[src/rtl/ccmfr_pkg.sv]
// ----------------------------------------------------------------------------
// CAN multi-frame reassembler package
// Shared types and constants for the frame control path, the byte lanes and
// the checksum merge stage.
// ----------------------------------------------------------------------------
package ccmfr_pkg;

	localparam int LANES       = 7;
	localparam int FIRST_BYTES = 4;
	localparam int POS_W       = 17;
	localparam int CNT_W       = 3;
	localparam int ID_W        = 29;
	localparam int DATA_W      = 64;
	localparam int BYTES_W     = LANES * 8;
	localparam int SUM_W       = 16;
	localparam int LSUM_W      = 11;

	typedef enum logic [0:0] {
		PH_IDLE = 1'b0,
		PH_RECV = 1'b1
	} phase_t;

	typedef enum logic [1:0] {
		ST_IDLE = 2'd0,
		ST_RECV = 2'd1,
		ST_DONE = 2'd2
	} status_t;

	typedef struct packed {
		logic       sum_en;
		logic       low_en;
		logic       high_en;
		logic [7:0] data;
	} lane_res_t;

	typedef struct packed {
		logic               open;
		logic               fin;
		status_t            status;
		logic [POS_W-1:0]   offset;
		logic [CNT_W-1:0]   count;
		logic [POS_W-1:0]   base;
		logic [POS_W-1:0]   total;
		logic [BYTES_W-1:0] data;
	} frame_ctl_t;

	typedef struct packed {
		logic                   open;
		logic                   fin;
		status_t                status;
		logic [POS_W-1:0]       offset;
		logic [CNT_W-1:0]       count;
		lane_res_t [LANES-1:0]  lanes;
	} lane_bus_t;

endpackage

[src/rtl/ccmfr_lane.sv]
// ----------------------------------------------------------------------------
// Byte lane
// Classifies one stored byte by its stream position: payload byte, low
// checksum byte or high checksum byte.
// ----------------------------------------------------------------------------
module ccmfr_lane
	import ccmfr_pkg::*;
(
	input  logic             en,
	input  logic [POS_W-1:0] pos,
	input  logic [POS_W-1:0] total,
	input  logic [7:0]       data,
	output lane_res_t        res
);

	logic [POS_W-1:0] chk_pos;

	assign chk_pos = total - POS_W'(2);

	always_comb begin
		res.sum_en  = en && (pos < chk_pos);
		res.low_en  = en && (pos == chk_pos);
		res.high_en = en && (pos == total - POS_W'(1));
		res.data    = en ? data : 8'd0;
	end

endmodule

[src/rtl/ccmfr_ctrl.sv]
// ----------------------------------------------------------------------------
// Frame control
// Tracks the message identifier, sequence number and byte counts, and sorts
// each frame into open, middle, final or drop.
// ----------------------------------------------------------------------------
module ccmfr_ctrl
	import ccmfr_pkg::*;
(
	input  logic              clk,
	input  logic              arst_n,
	input  logic              accept,
	input  logic [ID_W-1:0]   frame_id,
	input  logic [DATA_W-1:0] frame_data,
	output frame_ctl_t        ctl
);

	phase_t           phase_q, phase_d;
	logic [ID_W-1:0]  msg_id_q;
	logic [7:0]       frames_q;
	logic [7:0]       last_seq_q;
	logic [POS_W-1:0] total_q;
	logic [POS_W-1:0] recv_q;

	logic [7:0]       seq;
	logic             restart;
	logic             do_open;
	logic             in_seq;
	logic             do_mid;
	logic             do_fin;
	logic [POS_W-1:0] rem;
	logic [POS_W-1:0] new_total;

	assign seq       = frame_data[7:0];
	assign restart   = (phase_q != PH_RECV) || (frame_id != msg_id_q);
	assign do_open   = restart && (seq == 8'd1);
	assign in_seq    = !restart && ({1'b0, seq} == ({1'b0, last_seq_q} + 9'd1));
	assign do_mid    = in_seq && (seq != frames_q);
	assign rem       = total_q - recv_q;
	assign do_fin    = in_seq && (seq == frames_q) && (total_q > recv_q)
		&& (rem <= POS_W'(LANES));
	assign new_total = {1'b0, frame_data[31:24], frame_data[23:16]} + POS_W'(2);

	always_comb begin
		phase_d = PH_IDLE;
		if (do_open || do_mid) begin
			phase_d = PH_RECV;
		end
	end

	always_comb begin
		ctl.open   = do_open;
		ctl.fin    = do_fin;
		ctl.status = ST_IDLE;
		ctl.offset = '0;
		ctl.count  = '0;
		ctl.base   = recv_q;
		ctl.total  = total_q;
		ctl.data   = frame_data[DATA_W-1:8];
		if (do_open) begin
			ctl.status = ST_RECV;
			ctl.count  = CNT_W'(FIRST_BYTES);
			ctl.base   = '0;
			ctl.total  = new_total;
			ctl.data   = {24'd0, frame_data[DATA_W-1:32]};
		end else if (do_mid) begin
			ctl.status = ST_RECV;
			ctl.offset = recv_q;
			ctl.count  = CNT_W'(LANES);
		end else if (do_fin) begin
			ctl.offset = recv_q;
			ctl.count  = rem[CNT_W-1:0];
		end
	end

	always_ff @(posedge clk or negedge arst_n) begin
		if (!arst_n) begin
			phase_q    <= PH_IDLE;
			msg_id_q   <= '0;
			frames_q   <= '0;
			last_seq_q <= '0;
			total_q    <= '0;
			recv_q     <= '0;
		end else if (accept) begin
			phase_q <= phase_d;
			if (do_open) begin
				msg_id_q   <= frame_id;
				frames_q   <= frame_data[15:8];
				last_seq_q <= 8'd1;
				total_q    <= new_total;
				recv_q     <= POS_W'(FIRST_BYTES);
			end else if (do_mid) begin
				last_seq_q <= seq;
				recv_q     <= recv_q + POS_W'(LANES);
			end
		end
	end

endmodule

[src/rtl/ccmfr_merge.sv]
// ----------------------------------------------------------------------------
// Checksum merge and result register
// Folds the lane bytes into the running sum, captures the checksum bytes and
// holds the result until the transfer completes.
// ----------------------------------------------------------------------------
module ccmfr_merge
	import ccmfr_pkg::*;
(
	input  logic                clk,
	input  logic                arst_n,
	input  logic                in_valid,
	input  lane_bus_t           lane_bus,
	output logic                take,
	output logic                m_tvalid,
	input  logic                m_tready,
	output logic [1:0]          status,
	output logic [POS_W-1:0]    write_offset,
	output logic [CNT_W-1:0]    byte_count,
	output logic [BYTES_W-1:0]  stored_bytes
);

	logic [SUM_W-1:0]   sum_q;
	logic [7:0]         low_q;
	logic [7:0]         high_q;
	logic [LSUM_W-1:0]  lane_sum;
	logic [SUM_W-1:0]   sum_d;
	logic [7:0]         low_d;
	logic [7:0]         high_d;
	logic [BYTES_W-1:0] bytes_d;
	status_t            status_d;

	assign take = in_valid && (!m_tvalid || m_tready);

	always_comb begin
		lane_sum = '0;
		low_d    = lane_bus.open ? 8'd0 : low_q;
		high_d   = lane_bus.open ? 8'd0 : high_q;
		for (int i = 0; i < LANES; i++) begin
			if (lane_bus.lanes[i].sum_en) begin
				lane_sum = lane_sum + LSUM_W'(lane_bus.lanes[i].data);
			end
			if (lane_bus.lanes[i].low_en) begin
				low_d = lane_bus.lanes[i].data;
			end
			if (lane_bus.lanes[i].high_en) begin
				high_d = lane_bus.lanes[i].data;
			end
			bytes_d[i*8 +: 8] = lane_bus.lanes[i].data;
		end
		sum_d = (lane_bus.open ? SUM_W'(0) : sum_q) + SUM_W'(lane_sum);
	end

	always_comb begin
		status_d = lane_bus.status;
		if (lane_bus.fin) begin
			status_d = (sum_d == {high_d, low_d}) ? ST_DONE : ST_IDLE;
		end
	end

	always_ff @(posedge clk or negedge arst_n) begin
		if (!arst_n) begin
			m_tvalid <= 1'b0;
			sum_q    <= '0;
			low_q    <= '0;
			high_q   <= '0;
		end else if (take) begin
			m_tvalid <= 1'b1;
			sum_q    <= sum_d;
			low_q    <= low_d;
			high_q   <= high_d;
		end else if (m_tready) begin
			m_tvalid <= 1'b0;
		end
	end

	always_ff @(posedge clk) begin
		if (take) begin
			status       <= status_d;
			write_offset <= lane_bus.offset;
			byte_count   <= lane_bus.count;
			stored_bytes <= bytes_d;
		end
	end

endmodule

[src/rtl/can_multi_frame_reassembler.sv]
// ----------------------------------------------------------------------------
// CAN multi-frame reassembler
// Rebuilds a multi-frame message from received frames, reporting the bytes
// to store and the checksum status for every frame.
//
//   channel  dir  width  contents
//   s_*      in   96     frame_id, frame_data
//   m_*      out  80     status, write_offset, byte_count, stored_bytes
//
// One frame per cycle sustained while the output is not stalled; each result
// is registered in the lane stage on its transfer, then in the checksum merge.
// The seven byte lanes and the running sum are fixed width, so no frame
// takes longer. Reset clears the tracker and both stage valids at once.
// A stalled output holds the result; the lane stage keeps taking frames
// until it is full.
// ----------------------------------------------------------------------------
module can_multi_frame_reassembler
	import ccmfr_pkg::*;
(
	input  logic        clk,
	input  logic        arst_n,
	input  logic        s_tvalid,
	output logic        s_tready,
	input  logic [95:0] s_tdata,  // frame_id[28:0], frame_data[92:29], zero pad
	output logic        m_tvalid,
	input  logic        m_tready,
	output logic [79:0] m_tdata   // status[1:0], write_offset[18:2],
	                              // byte_count[21:19], stored_bytes[77:22], zero pad
);

	logic                  accept;
	logic                  take;
	logic                  valid_s1;
	lane_bus_t             bus_s1;
	lane_bus_t             bus_d;
	frame_ctl_t            ctl;
	lane_res_t [LANES-1:0] lane_res;
	logic [1:0]            status;
	logic [POS_W-1:0]      write_offset;
	logic [CNT_W-1:0]      byte_count;
	logic [BYTES_W-1:0]    stored_bytes;

	assign s_tready = !valid_s1 || take;
	assign accept   = s_tvalid && s_tready;

	ccmfr_ctrl u_ctrl (
		.clk        (clk),
		.arst_n     (arst_n),
		.accept     (accept),
		.frame_id   (s_tdata[ID_W-1:0]),
		.frame_data (s_tdata[ID_W+DATA_W-1:ID_W]),
		.ctl        (ctl)
	);

	for (genvar i = 0; i < LANES; i++) begin : g_lane
		ccmfr_lane u_lane (
			.en    (CNT_W'(i) < ctl.count),
			.pos   (ctl.base + POS_W'(i)),
			.total (ctl.total),
			.data  (ctl.data[i*8 +: 8]),
			.res   (lane_res[i])
		);
	end

	always_comb begin
		bus_d.open   = ctl.open;
		bus_d.fin    = ctl.fin;
		bus_d.status = ctl.status;
		bus_d.offset = ctl.offset;
		bus_d.count  = ctl.count;
		bus_d.lanes  = lane_res;
	end

	always_ff @(posedge clk or negedge arst_n) begin
		if (!arst_n) begin
			valid_s1 <= 1'b0;
		end else if (accept) begin
			valid_s1 <= 1'b1;
		end else if (take) begin
			valid_s1 <= 1'b0;
		end
	end

	always_ff @(posedge clk) begin
		if (accept) begin
			bus_s1 <= bus_d;
		end
	end

	ccmfr_merge u_merge (
		.clk          (clk),
		.arst_n       (arst_n),
		.in_valid     (valid_s1),
		.lane_bus     (bus_s1),
		.take         (take),
		.m_tvalid     (m_tvalid),
		.m_tready     (m_tready),
		.status       (status),
		.write_offset (write_offset),
		.byte_count   (byte_count),
		.stored_bytes (stored_bytes)
	);

	assign m_tdata = {2'b00, stored_bytes, byte_count, write_offset, status};

endmodule
[config.mk]
export PLATFORM = sky130hd
export DESIGN_NAME = can_multi_frame_reassembler
export DESIGN_NICKNAME = d
export VERILOG_FILES = /design/src/rtl/ccmfr_pkg.sv /design/src/rtl/ccmfr_lane.sv /design/src/rtl/ccmfr_ctrl.sv /design/src/rtl/ccmfr_merge.sv /design/src/rtl/can_multi_frame_reassembler.sv
export SDC_FILE = /design/constraint.sdc
export NUM_CORES = 1
export LEC_CHECK = 0
export BUFFER_PORTS_ARGS = -buffer_cell sky130_fd_sc_hd__buf_2
export CAP_MARGIN = 20
export CELL_PAD_IN_SITES_DETAIL_PLACEMENT = 1
export CELL_PAD_IN_SITES_GLOBAL_PLACEMENT = 1
export CORE_ASPECT_RATIO = 0.9
export CORE_MARGIN = 1
export CORE_UTILIZATION = 41
export CTS_BUF_LIST = sky130_fd_sc_hd__clkbuf_8 sky130_fd_sc_hd__clkbuf_16
export DETAILED_ROUTE_END_ITERATION = 10
export PLACE_DENSITY = 0.72
export REMOVE_ABC_BUFFERS = 1
export SKIP_LAST_GASP = 1
export SYNTH_ARGS = -nofsm -noshare
export SYNTH_HDL_FRONTEND = slang
export SYNTH_SLANG_ARGS = --single-unit
[constraint.sdc]
create_clock -name clk -period 8.4 [get_ports clk]
set_input_delay 0.84 -clock clk [delete_from_list [all_inputs] [get_ports clk]]
set_output_delay 0.84 -clock clk [all_outputs]
set_load 0.02 [all_outputs]
== Yosys cells after proc, flatten, opt, wreduce, memory -nomap -nowiden ==
Cells that the tools add are included.

* Output and inout bits: 82
* Word-level logic and storage cells: 191
* Register bits after elaboration: 293

* Eq/ne operators: 20
* Reductions and logical operators: 44
* Magnitude comparators: 16
* $add $sub $neg: 19
* Multiplexer cells: 40
* Bitwise gates (word level): 4

{| class="wikitable"
|+ Operators by type and width
! operator !! count
|-
| == test 17 bit || 14
|-
| 2-to-1 mux 8 bit || 19
|-
| less-than comparator 17 bit || 7
|-
| 2-to-1 mux 90 bit || 1
|-
| adder 17 x 3 -> 17 bit (second input constant) || 4
|-
| 2-to-1 mux 11 bit || 6
|-
| adder 11 x 8 -> 11 bit || 5
|-
| 2-to-1 mux 20 bit || 2
|-
| adder 17 x 2 -> 17 bit (second input constant) || 2
|-
| 2-to-1 mux 17 bit || 2
|-
| logical AND 1 bit || 29
|-
| inequality test 29 bit || 1
|-
| adder 16 x 2 -> 17 bit (second input constant) || 1
|-
| adder 17 x 1 -> 17 bit (second input constant) || 1
|-
| greater-than comparator 17 bit || 1
|-
| less-or-equal comparator 17 x 3 -> 1 bit (second input constant) || 1
|-
| subtractor 17 x 1 -> 17 bit (second input constant) || 1
|-
| subtractor 17 bit || 1
|-
| subtractor 17 x 2 -> 17 bit (second input constant) || 1
|-
| adder 16 x 11 -> 16 bit || 1
|-
| == test 16 bit || 1
|-
| 2-to-1 mux 16 bit || 1
|-
| adder 8 x 1 -> 9 bit (second input constant) || 1
|-
| adder 8 x 8 -> 9 bit || 1
|-
| other kinds (16) || 39
|}

== Longest topological paths before layout ==
* Depth in word-level cells: 17
* Mapped depth: 48
* Depth with buffers taken out: 47

== Cells and area by module ==
A second synthesis with hierarchy kept.

* Cells, all modules: 3,087
* Area total of the unflattened synthesis: 28,000.6 µm²

{| class="wikitable"
|+ Modules (own cells, without submodules)
! module !! times used !! area each (µm²) !! cells each
|-
| ccmfr_merge || 1 || 8,550.7 || 911
|-
| ccmfr_ctrl || 1 || 6,155.9 || 702
|-
| can_multi_frame_reassembler || 1 || 4,857.2 || 337
|-
| ccmfr_lane (g_lane[0].u_lane ...) || 4 || 1,183.6 || 160
|-
| ccmfr_lane (g_lane[1].u_lane ...) || 2 || 1,249.9 || 170
|-
| ccmfr_lane (g_lane[3].u_lane) || 1 || 1,202.4 || 157
|}

== Least setup slack after synthesis ==
OpenSTA, ideal clock, no wires.

* Kind: register to register
* Start point: register bus_s1[10] (netlist bit)
* End point: register u_merge.status[1], data pin
* Library setup time: 0.176 ns
* Arrival time: 8.848 ns
* Stages on the path, launching flop included: 47
* Path buffers: 1
* Clock period less this slack: 9.024 ns
* Setup slack: -0.624 ns
* Path through: edfxtp_1 -> clkbuf_1 -> and2_1 -> ha_1 -> inv_1 -> fa_1 -> nand2b_1 -> a21oi_1 -> nor2_1 -> xor2_1 -> a21oi_1 -> ha_1 -> a211oi_1 -> nor3_1 -> a21o_1 -> ha_1 -> o21ai_0 -> a21oi_1 -> [... 11 more ...] -> nand2_1 -> o21ai_0 -> inv_1 -> ha_1 -> o21ai_0 -> a21oi_1 -> nand2_1 -> nor3_1 -> mux2i_1 -> xor2_1 -> ha_1 -> nand2_1 -> o31ai_1 -> nand3_1 -> o211ai_1 -> o311ai_0 -> or4b_2 -> nor4_1

* Cells in the longest elaborated chain, start to end: 17

{| class="wikitable"
|+ RTL lines
! what !! line !! source
|-
| start, declared || can_multi_frame_reassembler.sv:34 || <nowiki>lane_bus_t bus_s1;</nowiki>
|-
| start signal, assigned || can_multi_frame_reassembler.sv:86 || <nowiki>bus_s1 <= bus_d;</nowiki>
|-
| 2-to-1 mux 8 bit * || ccmfr_merge.sv:39 || <nowiki>if (lane_bus.lanes[i].sum_en) begin</nowiki>
|-
| adder 8 x 8 -> 9 bit || ccmfr_merge.sv:40 || <nowiki>lane_sum = lane_sum + LSUM_W'(lane_bus.lanes[i].data);</nowiki>
|-
| 2-to-1 mux 11 bit * || ccmfr_merge.sv:39 ||
|-
| adder 11 x 8 -> 11 bit || ccmfr_merge.sv:40 ||
|-
| 2-to-1 mux 11 bit * || ccmfr_merge.sv:39 ||
|-
| adder 11 x 8 -> 11 bit || ccmfr_merge.sv:40 ||
|-
| 2-to-1 mux 11 bit * || ccmfr_merge.sv:39 ||
|-
| adder 11 x 8 -> 11 bit || ccmfr_merge.sv:40 ||
|-
| 2-to-1 mux 11 bit * || ccmfr_merge.sv:39 ||
|-
| adder 11 x 8 -> 11 bit || ccmfr_merge.sv:40 ||
|-
| 2-to-1 mux 11 bit * || ccmfr_merge.sv:39 ||
|-
| adder 11 x 8 -> 11 bit || ccmfr_merge.sv:40 ||
|-
| 2-to-1 mux 11 bit * || ccmfr_merge.sv:39 ||
|-
| adder 16 x 11 -> 16 bit * || ccmfr_merge.sv:50 || <nowiki>sum_d = (lane_bus.open ? SUM_W'(0) : sum_q) + SUM_W'(lane_sum);</nowiki>
|-
| == test 16 bit * || ccmfr_merge.sv:56 || <nowiki>status_d = (sum_d == {high_d, low_d}) ? ST_DONE : ST_IDLE;</nowiki>
|-
| 2-to-1 mux 2 bit * || ccmfr_merge.sv:56 ||
|-
| 2-to-1 mux 2 bit * || ccmfr_merge.sv:55 || <nowiki>if (lane_bus.fin) begin</nowiki>
|-
| end signal, assigned || ccmfr_merge.sv:78 || <nowiki>status <= status_d;</nowiki>
|-
| end, declared || ccmfr_merge.sv:16 || <nowiki>output logic [1:0] status,</nowiki>
|}

Every way passes the cells marked *; elsewhere a longest branch is shown, timed or not.
A chain may end at the register's enable or synchronous reset.

== Worst setup path after layout ==
Ends and elaborated chain as after synthesis.

==> results.toml <==
[synthesis]
synth_area_um2 = 25000
synth-edff-count = 178
async_flop_share_pct = 39.0
netlist-cell-type-count = 88
synth.ff_latch_count = 292
syn_avg_cell_area_um2 = 8.63
ys_seq_area_share_pct = 32.8
synth_top_area_cell = "edfxtp_1"
ys.flop_type = "edfxtp_1"
yosys_warnings = 0
synth.area.top_cells = "edfxtp_1 (21%), dfrtp_1 (11%), ha_1 (10%), xnor2_1 (7.9%), nand2_1 (5.7%)"
syn-instance-count = 2893
synth_largest_type_area_fraction_pct = 21.4

[floorplan]
ios = 182
chipHeight_um = 236
start_util_pct = 41.6
die-area_um2 = 61900
dieWidth_um = 262
core.rowCount = 85
coreArea_um2 = 60000

[timing]
rsz0062_at_grt = "true"
drv_slew = 0
fin_skew_ps = 31.1
min_period_ps = 9220
hold_viol = 0
finalSetupViolCount = 6
maxSlewHeadroom_pct = 26.8
fmax_mhz = 109
fin_crit_sh_pct = 110
timing.final.ws_setup_ps = -816
worst_slew_pin_slew_ps = 1090

[layout]
drive_gt1_share_pct = 21.5
fillCellCount = 6989
final_cell_mix = "nand2_1 (372), buf_4 (245), nor2_1 (236)"
design_area_um2 = 30300
finalNonFillerCells = 4024
finish.utilization_pct = 50.6
final_nets = 3521
final_common_cell = "nand2_1"
area_growth_pct = 21.5

[setup_path]
rr_startpoint = "bus_s1[10]"
cp_num_cells = 45
reg2reg_depth = 45
critPathLaunch = "bus_s1[10]"
path_delay_family = "compound AO/OA/AOI/OAI gates"
arrival_ps = 9610
path_class = "reg -> reg"
critPathMaxStageDelay_ps = 480
cp_max_fo = 5
worstSetupEndpointType = "flip-flop"
start_kind = "flip-flop"
required_ps = 8800
reg2reg_slack_ps = -820
worstPathBufferInverterCount = 5
slowest_stage = "or4b_4"

[drt]
drc_errors = 0
drtIter0Drc = 2027
avgViaCountPerCell = 6.08
vias = 24400
ant_nets = 0
wire_per_inst_um = 27.1
first_pass_iters = 5
wl_um = 109000

[grt]
grt_pass1_vias = 25200
antenna_found_initial = 2
grt.total_usage_pct = 34.6
gr-total-overflow = 0
grt_pass1_wl_um = 160000
grt_max_degree = 149

[power_and_ir_drop]
total_leakage_power_nw = 13.0
ir_drop_uv = 142
power.total_mw = 5.97
powerDensity_nw_per_um2 = 197

[run]
drv_cap = 0

[placement]
dpl_worst_slack_ps = -1410
place_congestion = 1.01
placedInstanceArea_um2 = 27800
dp_hpwl_um = 83700
portBuffers = 176
placedCellCount = 3910

[clocking]
cts_hold_buf = 0
cts_buffer_depth = 3
clk_latency_ps = 600
htree_levels = 2
cts_root_buffer = "clkbuf_16"
numCtsBuffers = 36
path_clk_slew_ps = 60
cts_num_sinks = 292
cts_tree = "done"

[run_status]
violations = "negative setup slack"
status = "complete, but fails checks"

[min_path]
worstHoldPathType = "in -> async"
-- what timing repair did --
action | CTS | global route
endpoints found under the hold margin | 0 | 0
pin swaps | 66 | 51
resized for setup | 128 | 79
setup endpoints to repair | 8 | 10
buffers inserted | 28 | 20
-- through the flow --
| stage | hold slack (ps) | setup TNS, ps |
|---|---|---|
| 5_1_grt | 169 | -4870 |
| 3_3_place_gp | 404 | -1230 |
| 2_1_floorplan | 400 | -545 |
| 6_report | 149 | -2110 |
| 3_5_place_dp | 405 | -3730 |
| 4_1_cts | 141 | -408 |
-- per-layer routing --
metal | vias to the layer above | share of wire (%) | wire (um) | track usage, %
met3 | 256 | 5.8 | 6320 | 4.52
met5 | - | 0.010 | 11 | 0
met2 | 821 | 48 | 51900 | 57.1
li1 | 11000 | - | - | -
met4 | 2 | 5.6 | 6110 | 16.9
met1 | 12400 | 41 | 44800 | 44.2
-- cells by family after synthesis --
group | Yosys count | synth area share, %
AO/OA/AOI/OAI | 678 | 17.5
adder cells (fa/ha/maj) | 209 | 10.7
buffers and inverters | 259 | 4.04
other | 1 | 0.0150
multiplexers | 76 | 3.28
AND/OR/NAND/NOR | 1055 | 20.2
flip-flops | 292 | 32.8
XOR/XNOR | 323 | 11.4
-- flip-flops by register name, indices dropped and copies added (netlist names), 16 cells and up --
signal	flops
bus_s1	100
u_merge.stored_bytes	56
u_ctrl.msg_id_q	29
u_ctrl.recv_q	17
u_ctrl.total_q	17
u_merge.write_offset	17
u_merge.sum_q	16
-- cells in the mapped netlist, types with 9 or more instances --
| library cell | count |
|---|---|
| o211ai_1 | 11 |
| o31ai_1 | 31 |
| a21oi_1 | 202 |
| ha_1 | 201 |
| clkbuf_1 | 104 |
| nand2_1 | 377 |
| a31oi_1 | 19 |
| nand3_1 | 64 |
| nor2b_1 | 80 |
| buf_1 | 26 |
| and4_1 | 14 |
| a22oi_1 | 9 |
| xor2_1 | 95 |
| a21boi_0 | 11 |
| nand4_1 | 59 |
| o22ai_1 | 13 |
| o21ai_0 | 152 |
| and3_1 | 16 |
| edfxtp_1 | 178 |
| buf_2 | 18 |
| nor4_1 | 28 |
| o21a_1 | 31 |
| dfrtp_1 | 114 |
| nor3_1 | 62 |
| nor2_1 | 244 |
| a221oi_1 | 28 |
| nand2b_1 | 22 |
| xnor2_1 | 226 |
| a21o_1 | 62 |
| mux2_2 | 43 |
| a211oi_1 | 25 |
| or3_1 | 22 |
| mux2i_1 | 32 |
| inv_1 | 98 |
| a2111oi_0 | 12 |
| and2_1 | 15 |
-- worst register-to-register path, delay by kind of cell (launching register included) --
family | cells | cell delay (ps)
fa+ha+maj | 8 | 2190
compound gates | 14 | 2700
xor+xnor | 6 | 860
mux | 1 | 280
flops | 1 | 420
simple gates | 11 | 1940
buf+inv | 5 | 640
-- final cells by class --
| class | instances | area (um^2) | area share, % |
|---|---|---|---|
| Clock inverter | 24 | 210 | 0.693 |
| Multi-Input combinational cell | 2343 | 16700 | 55.0 |
| Tap cell | 783 | 980 | 3.23 |
| Sequential cell | 292 | 8200 | 27.0 |
| Antenna cell | 1 | 2.50 | 0.00825 |
| Timing Repair Buffer | 432 | 2860 | 9.43 |
| Inverter | 107 | 414 | 1.37 |
| Clock buffer | 42 | 983 | 3.24 |
-- power by group --
part           total (mW)  switching (mW)  internal, mW
clock network        1.62           0.686         0.932
registers            1.79           0.137          1.65
logic                2.56            1.45          1.11
-- worst paths after layout --
check                                           to
min reg2reg                u_merge.write_offset[4]
max                              u_merge.status[1]
max reg2reg                      u_merge.status[1]
max in group asynchronous        u_merge.sum_q[15]
min                               u_ctrl.recv_q[4]
min in group clk           u_merge.write_offset[4]
(Power assumes the default switching activity.)
